## src/rtl/bsrc_pkg.sv

```systemverilog
package bsrc_pkg;

    localparam int MAX_BONDS      = 1024;
    localparam int ATOM_BITS      = 9;
    localparam int MAX_NEIGHBOURS = 16;
    localparam int BOND_AW        = $clog2(MAX_BONDS);
    localparam int CNT_W          = BOND_AW + 1;
    localparam int NB_W           = $clog2(MAX_NEIGHBOURS + 1);
    localparam int NB_IW          = $clog2(MAX_NEIGHBOURS);
    localparam int BOND_W         = 2 * ATOM_BITS;

    localparam logic [2:0] RING_NONE = 3'd0;
    localparam logic [2:0] RING_3    = 3'd3;
    localparam logic [2:0] RING_4    = 3'd4;
    localparam logic [2:0] RING_5    = 3'd5;

    typedef logic [ATOM_BITS-1:0] t_atom;
    typedef t_atom t_nlist [MAX_NEIGHBOURS];

    typedef enum logic [1:0] {
        K_CLEAR  = 2'd0,
        K_APPEND = 2'd1,
        K_QUERY  = 2'd2,
        K_NONE   = 2'd3
    } t_kind;

    typedef enum logic [1:0] {
        ST_OK       = 2'd0,
        ST_RANGE    = 2'd1,
        ST_FULL     = 2'd2,
        ST_OVERFLOW = 2'd3
    } t_status;

    typedef enum logic [1:0] {
        RD_TGT = 2'd0,
        RD_P   = 2'd1,
        RD_Q   = 2'd2
    } t_rdsel;

    typedef enum logic [3:0] {
        S_IDLE, S_EXEC, S_TGT, S_G_RD, S_G_CHK, S_G_END, S_R3,
        S_P4_RD, S_P4_CHK, S_P5O_RD, S_P5O_LAT, S_P5I_RD, S_P5I_CHK, S_FIN
    } t_state;

    typedef struct packed {
        logic       load_in;
        logic       do_clear;
        logic       do_append;
        logic       rd_en;
        t_rdsel     rd_sel;
        logic       lat_tgt;
        logic       gather;
        logic       p_clr;
        logic       p_inc;
        logic       q_clr;
        logic       q_inc;
        logic       k_clr;
        logic       k_inc;
        logic       lat_p;
        logic       set_res;
        logic [2:0] res_ring;
        t_status    res_stat;
        logic       load_out;
    } t_cmd;

    typedef struct packed {
        t_kind kind;
        logic  idx_bad;
        logic  full;
        logic  over;
        logic  no_nb;
        logic  p_last;
        logic  q_last;
        logic  k_last;
        logic  hit3;
        logic  hit4;
        logic  hit5;
        logic  out_free;
    } t_sts;

endpackage

```

## src/rtl/bsrc_ctrl.sv

```systemverilog
module bsrc_ctrl (
    input  logic            i_clk,
    input  logic            i_rst_n,
    input  logic            i_valid,
    output logic            o_ready,
    input  bsrc_pkg::t_sts  i_sts,
    output bsrc_pkg::t_cmd  o_cmd
);
    import bsrc_pkg::*;

    t_state r_state, n_state;
    t_cmd   c;

    always_ff @(posedge i_clk) begin
        if (!i_rst_n) begin
            r_state <= S_IDLE;
        end else begin
            r_state <= n_state;
        end
    end

    always_comb begin
        n_state    = r_state;
        c          = '0;
        c.rd_sel   = RD_P;
        c.res_stat = ST_OK;
        unique case (r_state)
            S_IDLE: begin
                if (i_valid) begin
                    c.load_in = 1'b1;
                    n_state   = S_EXEC;
                end
            end
            S_EXEC: begin
                c.set_res  = 1'b1;
                c.res_ring = RING_NONE;
                n_state    = S_FIN;
                unique case (i_sts.kind)
                    K_CLEAR: c.do_clear = 1'b1;
                    K_APPEND: begin
                        if (i_sts.full) begin
                            c.res_stat = ST_FULL;
                        end else begin
                            c.do_append = 1'b1;
                        end
                    end
                    K_QUERY: begin
                        if (i_sts.idx_bad) begin
                            c.res_stat = ST_RANGE;
                        end else begin
                            c.set_res = 1'b0;
                            c.rd_en   = 1'b1;
                            c.rd_sel  = RD_TGT;
                            n_state   = S_TGT;
                        end
                    end
                    K_NONE: ;
                    default: ;
                endcase
            end
            S_TGT: begin
                c.lat_tgt = 1'b1;
                c.p_clr   = 1'b1;
                n_state   = S_G_RD;
            end
            S_G_RD: begin
                c.rd_en = 1'b1;
                n_state = S_G_CHK;
            end
            S_G_CHK: begin
                c.gather = 1'b1;
                if (i_sts.p_last) begin
                    n_state = S_G_END;
                end else begin
                    c.p_inc = 1'b1;
                    n_state = S_G_RD;
                end
            end
            S_G_END: begin
                c.res_ring = RING_NONE;
                if (i_sts.over) begin
                    c.set_res  = 1'b1;
                    c.res_stat = ST_OVERFLOW;
                    n_state    = S_FIN;
                end else if (i_sts.no_nb) begin
                    c.set_res = 1'b1;
                    n_state   = S_FIN;
                end else begin
                    c.k_clr = 1'b1;
                    n_state = S_R3;
                end
            end
            S_R3: begin
                if (i_sts.hit3) begin
                    c.set_res  = 1'b1;
                    c.res_ring = RING_3;
                    n_state    = S_FIN;
                end else if (i_sts.k_last) begin
                    c.p_clr = 1'b1;
                    n_state = S_P4_RD;
                end else begin
                    c.k_inc = 1'b1;
                end
            end
            S_P4_RD: begin
                c.rd_en = 1'b1;
                n_state = S_P4_CHK;
            end
            S_P4_CHK: begin
                if (i_sts.hit4) begin
                    c.set_res  = 1'b1;
                    c.res_ring = RING_4;
                    n_state    = S_FIN;
                end else if (i_sts.p_last) begin
                    c.p_clr = 1'b1;
                    n_state = S_P5O_RD;
                end else begin
                    c.p_inc = 1'b1;
                    n_state = S_P4_RD;
                end
            end
            S_P5O_RD: begin
                c.rd_en = 1'b1;
                n_state = S_P5O_LAT;
            end
            S_P5O_LAT: begin
                c.lat_p = 1'b1;
                c.q_clr = 1'b1;
                n_state = S_P5I_RD;
            end
            S_P5I_RD: begin
                c.rd_en  = 1'b1;
                c.rd_sel = RD_Q;
                n_state  = S_P5I_CHK;
            end
            S_P5I_CHK: begin
                if (i_sts.hit5) begin
                    c.set_res  = 1'b1;
                    c.res_ring = RING_5;
                    n_state    = S_FIN;
                end else if (i_sts.q_last) begin
                    if (i_sts.p_last) begin
                        c.set_res  = 1'b1;
                        c.res_ring = RING_NONE;
                        n_state    = S_FIN;
                    end else begin
                        c.p_inc = 1'b1;
                        n_state = S_P5O_RD;
                    end
                end else begin
                    c.q_inc = 1'b1;
                    n_state = S_P5I_RD;
                end
            end
            S_FIN: begin
                if (i_sts.out_free) begin
                    c.load_out = 1'b1;
                    n_state    = S_IDLE;
                end
            end
            default: n_state = S_IDLE;
        endcase
    end

    assign o_cmd   = c;
    assign o_ready = (r_state == S_IDLE);

endmodule

```

## config.mk

```make
export PLATFORM = sky130hd
export DESIGN_NAME = bsrc_ctrl
export DESIGN_NICKNAME = d
export VERILOG_FILES = /design/src/rtl/bsrc_pkg.sv /design/src/rtl/bsrc_ctrl.sv
export SDC_FILE = /design/constraint.sdc
export NUM_CORES = 1
export LEC_CHECK = 0
export BUFFER_PORTS_ARGS = -buffer_cell sky130_fd_sc_hd__buf_2
export CORE_ASPECT_RATIO = 0.7
export CORE_MARGIN = 2
export CORE_UTILIZATION = 35
export CTS_CLUSTER_SIZE = 12
export DETAILED_ROUTE_END_ITERATION = 10
export PLACE_DENSITY = 0.71
export SLEW_MARGIN = 20
export SYNTH_ARGS = -nofsm -noshare
export SYNTH_HDL_FRONTEND = slang
export SYNTH_SLANG_ARGS = --single-unit
```

## constraint.sdc

```tcl
create_clock -name i_clk -period 1.3 [get_ports i_clk]
set_input_delay 0 -clock i_clk [delete_from_list [all_inputs] [get_ports i_clk]]
set_output_delay 0 -clock i_clk [all_outputs]
set_load 0.005 [all_outputs]
```

; ---- Word-level counts from Yosys, hierarchy flattened
; Cells that the tools add are included.
[classes]
add_sub_neg = 0
mul = 0
div = 0
order_cmp = 0
n_eq_ne = 18
shift = 0
mux = 63
bitwise = 0
reduce_logical = 4
[ops]
columns = operator, count
row1 = 4-bit two-way mux, 17
row2 = 4-bit case mux with 14 select lines, 1
row3 = 1-bit two-way mux, 30
row4 = "4-bit == test, second input constant", 6
row5 = 4-bit case mux with 5 select lines, 1
row6 = "4-bit by 3-bit == test with 1-bit output, second input constant", 4
row7 = 3-bit two-way mux, 4
row8 = 2-bit case mux with 2 select lines, 3
row9 = "4-bit by 2-bit == test with 1-bit output, second input constant", 2
row10 = 2-bit two-way mux, 4
row11 = 1-bit case mux with 3 select lines, 2
row12 = "4-bit by 1-bit == test with 1-bit output, second input constant", 1
row13 = 4-bit logical NOT, 1
row14 = "2-bit != test, second input constant", 2
row15 = 4-bit OR reduction, 1
row16 = "3-bit != test, second input constant", 1
row17 = 3-bit AND reduction, 1
row18 = "2-bit by 1-bit == test with 1-bit output, second input constant", 1
row19 = "2-bit == test, second input constant", 1
row20 = 2-bit logical NOT, 1
row21 = 1-bit case mux with 2 select lines, 1
[totals]
ff_bits = 4
latch_bits = 0
mem_bits_rw = 0
rom_bits = 0
input_bits = 16
out_inout_bits = 23
word_cells = 86
mem_count = 0

; ---- Logic depth before layout (Yosys ltp)
; Gate-level depths: netlist of run 1.
[logic_depth]
word_depth = 4
ltp_mapped = 6
depth_no_buf = 6

; ---- Least setup slack after synthesis of run 1
; No wires, ideal clock.
[synth_path]
kind = reg-to-reg
startpoint = register r_state[3]
endpoint = register r_state[0]
setup_time_ns = 0.117
arrival_ns = 1.282
t_required_ns = 1.183
slack_ns = -0.099
path_stages_with_launch = 5
n_path_buf = 0
period_less_slack_ns = 1.399
cell_sequence = dfxtp_1 > or4_1 > a21oi_1 > nor3_1 > a32o_1
[synth_between]
elab_chain_len = 3
elab_cells_between_ends = 19
classes_between = eq/ne: 16 / mux: 1 / reduce/logical: 2
[synth_rtl]
columns = element, line_no
row1 = from (decl), bsrc_ctrl.sv:11  ; t_state r_state, n_state;
row2 = from (signal assigned), bsrc_ctrl.sv:18  ; r_state <= n_state;
row3 = 4-bit by 3-bit == test with 1-bit output (tied with other cells), bsrc_ctrl.sv:27  ; unique case (r_state)
row4 = 3-bit != test (no line) / 2-bit != test (equally long branches), n/a
row5 = 3-bit AND reduction (no line), n/a
; Several ways; a longest one is shown, not always the timed one.
; A chain may end at the register's enable or synchronous reset.

==> flow_summary.ini, run 1 <==
[clock_tree]
clk_pin_slew_ns = 0.04
cts_sinks = 4
cts_buffers = 3
cts_tree = yes
clock_path_buffers = 2
clk_latency_ns = 0.25
root_buffer = clkbuf_4
cts_max_level = 1

[layout]
final_nets = 214
fill_cells = 101
syn_to_final_growth_pct = 125
stdcell_count = 215
regArea_sq_um = 95.1
largest_registers = r_state (4)
fin_util_pct = 86.1
regMostFlops = r_state
largest_reg_flops = 4
final_layout_size_suffix_gt1_share_pct = 74.1
multiInputGateArea_sq_um = 806
antenna_cells = 0

[worst_setup_path]
required_ns = 1.30
r2r_cells = 5
critPathMaxFanout = 7
rrSetupSlack_ns = -0.23
worstReg2RegEnd = r_state[0]$_SDFFE_PN0P_
r2r_start = r_state[0]$_SDFFE_PN0P_
worst_setup_path_end_kind = output port
crit_arrival_ns = 1.57
critPathLaunchType = register
worstSetupPathType = reg2out

[yosys]
synth_commonest_cells = nor2_1, nand2_1, inv_1
synth_nets = 129
synth_flop_cell = dfxtp_1
yosysTopAreaCellShare_pct = 11.0
syn_inst = 110
ys_types = 41
yosys.area.top_type = dfxtp_1
async_flop_share_pct = 0
syn-cell-area_sq_um = 729
ys_top_cells_by_area = dfxtp_1, nor2_1, ha_1
synth_edf_count = 0
yosys_warnings = 0
ys_seq_area_share_pct = 11.0
ys_ff_latch = 4
synth.avg_cell_area_sq_um = 6.63
yosysMostFrequentCell = nor2_1

[timing]
hold_viol = 0
max_freq_mhz = 636
setup_viol = 25
worstMarginPinSlew_ns = 0.409
min_period_over_period_pct = 121
fin_worst_skew_ns = 0.00645
setup_tns_ns = -4.10
rsz0062_at_grt = yes
slew_headroom_pct = 72.3
setup_ws_ns = -0.274
maxSlewViolCount = 0
post-route-min-period_ns = 1.57

[pwr]
p_clk_share_pct = 4.4
p_sw_share_pct = 45.4
p_int_w = 0.00202
vdd_drop_max_uv = 1700
power.switching_w = 0.00168
p_per_area_nw_per_um2 = 2260
sequentialPowerShare_pct = 9.5
power.leakage_nw = 0.777
pwr-share-comb_pct = 86.1

[min_path]
min_from = i_rst_n
min_to = r_state[0]$_SDFFE_PN0P_
whs_path_depth = 2
hold_path_class = in2reg

[floorplanning]
core-area_sq_um = 1900
die_w_um = 58.6
start_util_pct = 38.3
die-area_sq_um = 2470
pin_count = 39
rows = 13
die_h_um = 42.2

[global_route]
grt_remaining_overflow = 0
antenna_found_initial = 0
track_usage_pct = 32.7
grt_pass1_wl_um = 6030
grt_max_degree = 8
grt_pass1_vias = 1241

[placed_design]
io_buffers = 38
dp.final_hpwl_um = 2320
gp_congestion = 0.840
place_inst = 190
dp_slack_ns = -0.176

[status]
violations = setup timing
status = complete, but fails checks

[routing]
wirelength_um = 4710
drc_errors = 0
viasPerCell = 6.38
detail-route-antenna-nets = 0
vias = 1371
first_pass_iters = 5
wl_per_cell_um = 21.9
drt_iter0_markers = 97

[job]
drv_cap = 0
## power by group through the flow
stage | Sequential, W | Clock [W] | Combinational [W]
after floorplan | 0.000240 | 0 | 0.000889
after global placement | 0.000303 | 0 | 0.00157
after detailed placement | 0.000309 | 0 | 0.00161
after CTS | 0.000322 | 0.000159 | 0.00249
after global routing | 0.000360 | 0.000162 | 0.00328
final | 0.000352 | 0.000162 | 0.00318
## final cells by class
class / count / share of cell area [%]
well taps: 22 / 1.68
inverters: 8 / 1.83
clock buffers: 3 / 1.38
multi-input cells: 91 / 49.2
repair buffers: 87 / 40.1
flip-flops and latches: 4 / 5.81
## how the worst max path moves through the flow
| stage | start | end | slack [ns] | depth (start not counted) |
|---|---|---|---|---|
| floorplan | r_state[3]$_SDFFE_PN0P_ | r_state[0]$_SDFFE_PN0P_ | -0.06 | 4 |
| global placement | r_state[2]$_SDFFE_PN0P_ | r_state[3]$_SDFFE_PN0P_ | -0.13 | 4 |
| detailed placement | r_state[2]$_SDFFE_PN0P_ | r_state[3]$_SDFFE_PN0P_ | -0.18 | 4 |
| CTS | r_state[0]$_SDFFE_PN0P_ | o_cmd[12] | -0.22 | 4 |
| global route | r_state[3]$_SDFFE_PN0P_ | o_cmd[12] | -0.30 | 6 |
| finish | r_state[3]$_SDFFE_PN0P_ | o_cmd[12] | -0.27 | 6 |
## kinds of logic after synthesis
group                    Yosys count  share of synthesized area [%]
AND/OR/NAND/NOR                   59                           46.7
AO/OA/AOI/OAI                     27                           25.0
buffers and inverters             15                           9.26
flip-flops                         4                           11.0
adder cells (fa/ha/maj)            3                           5.15
multiplexers                       2                           2.92
## what timing repair did
action                                  in CTS  in global routing
setup buffers                               16                  8
gates resized for setup                     61                 29
pin swaps                                   11                 17
hold buffers                                 0                  0
endpoints found under the setup margin      26                 27
endpoints found under the hold margin        0                  0
## worst max-delay path, cell delays in order (launching register included)
cell     delay, ns
dfxtp_4       0.37
buf_6         0.13
inv_1         0.08
a21oi_1       0.08
or4_4         0.44
o41ai_2       0.07
buf_2         0.16
## routing by layer
| layer | vias to the layer above | track usage [%] | routed length [um] |
|---|---|---|---|
| met5 | - | 0 | 0 |
| met3 | 38 | 8.64 | 540 |
| met1 | 633 | 39.8 | 1700 |
| li1 | 573 | - | - |
| met2 | 127 | 54.8 | 2170 |
| met4 | 0 | 11.6 | 291 |
## placed cells by master (no fill, tap or decap), drive strengths merged, types with 4 or more instances in the layout
| cell | n |
|---|---|
| buf | 87 |
| nor2 | 14 |
| nand2 | 11 |
| inv | 8 |
| a21oi | 7 |
| o21ai | 7 |
| nor3 | 5 |
| nand2b | 5 |
| dfxtp | 4 |
| or4 | 4 |
## per-stage QoR
step	hold slack, ns	power [W]	instance area, sq um
6_report	0.0781	0.00369	1640
5_1_grt	0.0754	0.00380	1640
4_1_cts	0.0290	0.00297	1460
3_5_place_dp	0.248	0.00192	1120
3_3_place_gp	0.231	0.00188	1120
2_1_floorplan	0.0257	0.00113	744
(Power assumes the default switching activity.)
==> run 2: changes to the inputs <==
--- a/config.mk
+++ b/config.mk
@@ -6,13 +6,13 @@
 export NUM_CORES = 1
 export LEC_CHECK = 0
 export BUFFER_PORTS_ARGS = -buffer_cell sky130_fd_sc_hd__buf_2
-export CORE_ASPECT_RATIO = 0.7
+export CORE_ASPECT_RATIO = 1.2
 export CORE_MARGIN = 2
 export CORE_UTILIZATION = 35
 export CTS_CLUSTER_SIZE = 12
 export DETAILED_ROUTE_END_ITERATION = 10
 export PLACE_DENSITY = 0.71
-export SLEW_MARGIN = 20
+export REMOVE_ABC_BUFFERS = 1
 export SYNTH_ARGS = -nofsm -noshare
 export SYNTH_HDL_FRONTEND = slang
 export SYNTH_SLANG_ARGS = --single-unit
==> flow_summary.ini, run 2 (synthesis results as in run 1) <==
[placed_design]
io_buffers = 38
dp.final_hpwl_um = 2130
gp_congestion = 0.938
place_area_sq_um = 1080

[layout]
final_nets = 201
final_area_sq_um = 1480
largest_reg_flops = 4
layout_common_cells = buf_2, buf_4, buf_6, nor2_1, nand2_1
final_layout_size_suffix_gt1_share_pct = 68.3
layout_commonest_cell = buf_2
regMostFlops = r_state
syn_to_final_growth_pct = 103
antenna_cells = 0
largest_registers = r_state (4)
fin_util_pct = 74.0
fill_cells = 144

[floorplanning]
pin_count = 39
core-area_sq_um = 2000
start_util_pct = 36.4
die-area_sq_um = 2470
rows = 18
die_h_um = 54.0
die_w_um = 45.7

[routing]
wirelength_um = 3500
vias = 1194
drc_errors = 0
detail-route-antenna-nets = 0
viasPerCell = 5.97
wl_per_cell_um = 17.5
drt_iter0_markers = 36
first_pass_iters = 4

[timing]
min_period_over_period_pct = 121
fin_worst_skew_ns = 0.000397
hold_viol = 0
worstMarginPinSlew_ns = 0.352
setup_tns_ns = -2.46
max_freq_mhz = 637
rsz0062_at_grt = yes
setup_viol = 17
post-route-min-period_ns = 1.57
maxSlewViolCount = 0
hold_slack_ns = 0.0358
setup_ws_ns = -0.270
slew_headroom_pct = 76.3

[clock_tree]
ctsHoldBuffers = 0
root_buffer = clkbuf_4
cts_tree = yes
cts_buffers = 3
cts_max_level = 1
clock_path_buffers = 2
cts_sinks = 4
clk_pin_slew_ns = 0.04
clk_latency_ns = 0.24

[worst_setup_path]
critPathMaxFanout = 7
crit_arrival_ns = 1.57
required_ns = 1.30
worstSetupPathType = reg2out
worst_setup_path_end_kind = output port
critPathLaunchType = register

[global_route]
grt_pass1_wl_um = 4730
grt_max_degree = 12
antenna_found_initial = 0
grt_remaining_overflow = 0
grt_pass1_vias = 1083
track_usage_pct = 25.8

[status]
violations = setup timing
status = complete, but fails checks

[pwr]
vdd_drop_max_uv = 1230
p_per_area_nw_per_um2 = 2050
power_w = 0.00304
power.leakage_nw = 0.716

[job]
drv_cap = 0

[min_path]
hold_path_class = in2reg
## run 2: changes by cell type in the layout (fill, tap and decap cells not counted), moves of 2 or more
cell     previous run  this run
nor2_1              4         9
o21ai_1             2         4
nand2_4             0         2
buf_6              25        16
o21ai_2             2         0
nor2_4              7         2
nand2_2             4         1
buf_2              36        34
buf_4              26        22
## run 2: through the flow
step | std cells | worst slack (ns)
4_1_cts | 195 | -0.210
5_1_grt | 200 | -0.319
3_3_place_gp | 184 | -0.140
3_5_place_dp | 184 | -0.224
2_1_floorplan | 103 | -0.258
6_report | 200 | -0.270
## run 2: power by group
part	internal, W	total, W	switching, W
registers	0.000212	0.000332	0.000120
clock network	0.000104	0.000171	0.0000669
logic	0.00134	0.00254	0.00119
## run 2: layout make-up
cell class / instances / area, sq um / area share (%)
Multi-Input combinational cell: 91 / 772 / 52.1
Timing Repair Buffer: 74 / 536 / 36.1
Sequential cell: 4 / 95.1 / 6.41
Inverter: 8 / 32.5 / 2.19
Tap cell: 20 / 25.0 / 1.69
Clock buffer: 3 / 22.5 / 1.52
## run 2: timing repair
item	in CTS	in global routing
pin swaps	11	16
resized for setup	46	31
setup buffers	8	5
endpoints found under the setup margin	24	24
## run 2: path summary, 6_finish.rpt
kind / startpoint / end / slack, ns / cells after the start
hold / removal: i_rst_n / r_state[0]$_SDFFE_PN0P_ / 0.04 / 2
hold reg to reg: r_state[2]$_SDFFE_PN0P_ / r_state[2]$_SDFFE_PN0P_ / 0.74 / 3
setup / recovery: r_state[3]$_SDFFE_PN0P_ / o_cmd[12] / -0.27 / 5
setup reg to reg: r_state[0]$_SDFFE_PN0P_ / r_state[1]$_SDFFE_PN0P_ / -0.18 / 6
## run 2: layer usage
metal,track usage [%],wire length (um),vias up
li1,-,-,543
met1,30.7,1250,539
met2,45.3,1810,82
met3,3.69,250,30
met4,10.3,186,0
met5,0,0,-
## run 2: critical path, stage by stage (launching register included)
cell,delay [ns]
dfxtp_4,0.39
nor3b_2,0.19
a21oi_1,0.06
or4_4,0.43
o41ai_2,0.07
buf_2,0.17
==> run 3: changes to the inputs <==
==> constraint.sdc (replaced) <==
create_clock -name i_clk -period 1.4 [get_ports i_clk]
set_input_delay 0 -clock i_clk [delete_from_list [all_inputs] [get_ports i_clk]]
set_output_delay 0 -clock i_clk [all_outputs]
set_load 0.005 [all_outputs]
==> flow_summary.ini, run 3 (synthesis results as in run 1) <==
[status]
status = complete, but fails checks
violations = setup timing

[layout]
largest_reg_flops = 4
layout_common_cells = buf_2, buf_4, nor2_1, nand2_1, buf_6
regArea_sq_um = 95.1
stdcell_count = 199
syn_to_final_growth_pct = 92.6
final_nets = 200
fill_cells = 147
largest_registers = r_state (4)
antenna_cells = 0
regMostFlops = r_state
multiInputGateArea_sq_um = 723
final_layout_size_suffix_gt1_share_pct = 64.2
layout_commonest_cell = buf_2

[clock_tree]
cts_buffers = 3
cts_tree = yes
clk_latency_ns = 0.25
clock_path_buffers = 2
cts_sinks = 4
clk_pin_slew_ns = 0.04
ctsHoldBuffers = 0
cts_max_level = 1
root_buffer = clkbuf_4

[timing]
maxSlewViolCount = 0
setup_tns_ns = -1.07
fin_worst_skew_ns = 0.00678
hold_viol = 0
setup_viol = 13
slew_headroom_pct = 76.9
worstMarginPinSlew_ns = 0.342
rsz0062_at_grt = yes
setup_ws_ns = -0.200
post-route-min-period_ns = 1.60
min_period_over_period_pct = 114
max_freq_mhz = 625

[pwr]
p_per_area_nw_per_um2 = 1940
power.switching_w = 0.00120
sequentialPowerShare_pct = 11.8
p_int_w = 0.00153
pwr-share-comb_pct = 82.4
vdd_drop_max_uv = 1280
power.leakage_nw = 0.690
p_sw_share_pct = 44.1
p_clk_share_pct = 5.8
power_w = 0.00273

[placed_design]
io_buffers = 38
place_inst = 185
gp_congestion = 0.934
dp.final_hpwl_um = 2070

[worst_setup_path]
crit_arrival_ns = 1.60
required_ns = 1.40
critPathLaunchType = register
rrSetupSlack_ns = -0.06
worstSetupPathType = reg2out
critPathMaxFanout = 6
worst_setup_path_end_kind = output port

[routing]
detail-route-antenna-nets = 0
wl_per_cell_um = 16.6
drc_errors = 0
drt_iter0_markers = 26
vias = 1161
viasPerCell = 5.83
first_pass_iters = 4
wirelength_um = 3310

[floorplanning]
core-area_sq_um = 2000
die_w_um = 45.7
start_util_pct = 36.4
pin_count = 39
die-area_sq_um = 2470
rows = 18
die_h_um = 54.0

[global_route]
grt_pass1_wl_um = 4900
grt_max_degree = 12
grt_pass1_vias = 1088
antenna_found_initial = 0
track_usage_pct = 27.0
grt_remaining_overflow = 0

[min_path]
hold_path_class = in2reg

[job]
drv_cap = 0
[run 3: what timing repair did]
item	4_1_cts	5_1_grt
setup endpoints to repair	19	20
setup buffers	9	2
gates cloned	0	0
resized for setup	40	19
pin swaps	12	11
[run 3: power by group through the flow]
stage	Combinational (W)	Clock (W)	Sequential (W)
final	0.00225	0.000160	0.000322
after global routing	0.00239	0.000173	0.000326
after CTS	0.00196	0.000160	0.000291
after detailed placement	0.00145	0	0.000272
after global placement	0.00144	0	0.000259
after floorplan	0.000630	0	0.000331
[run 3: worst max-delay path, cell delays in order, from the launching register on]
cell and delay (ns):
dfxtp_4 0.39, nor3b_2 0.20, a21oi_1 0.09, or4_4 0.45, o41ai_2 0.07, buf_2 0.16
[run 3: final timing paths]
| path | end | depth (start not counted) | from |
|---|---|---|---|
| hold reg to reg | r_state[1]$_SDFFE_PN0P_ | 3 | r_state[1]$_SDFFE_PN0P_ |
| hold / removal | r_state[0]$_SDFFE_PN0P_ | 2 | i_rst_n |
| setup reg to reg | r_state[3]$_SDFFE_PN0P_ | 4 | r_state[1]$_SDFFE_PN0P_ |
| setup / recovery | o_cmd[12] | 5 | r_state[3]$_SDFFE_PN0P_ |
[run 3: layout make-up]
class | instances | share of cell area [%]
Clock buffer | 3 | 1.60
Inverter | 8 | 2.14
Multi-Input combinational cell | 91 | 51.5
Sequential cell | 4 | 6.77
Tap cell | 20 | 1.78
Timing Repair Buffer | 73 | 36.2
[run 3: through the flow]
stage	instance area [sq um]	util (%)	hold slack, ns	setup slack, ns
2_1_floorplan	692	-	0.0257	-0.158
3_3_place_gp	1090	54.2	0.233	-0.0402
4_1_cts	1320	65.9	0.0228	-0.124
6_report	1410	70.1	0.0249	-0.200
5_1_grt	1410	70.1	0.0521	-0.233
3_5_place_dp	1090	54.2	0.240	-0.114
[run 3: routing by layer]
metal  vias to the layer above  GRT usage (%)  wire length [um]
li1                        542              -                 -
met1                       551           32.6              1300
met2                        56           46.5              1710
met3                        12           6.71               201
met4                         0           7.35                91
met5                         -              0                 0
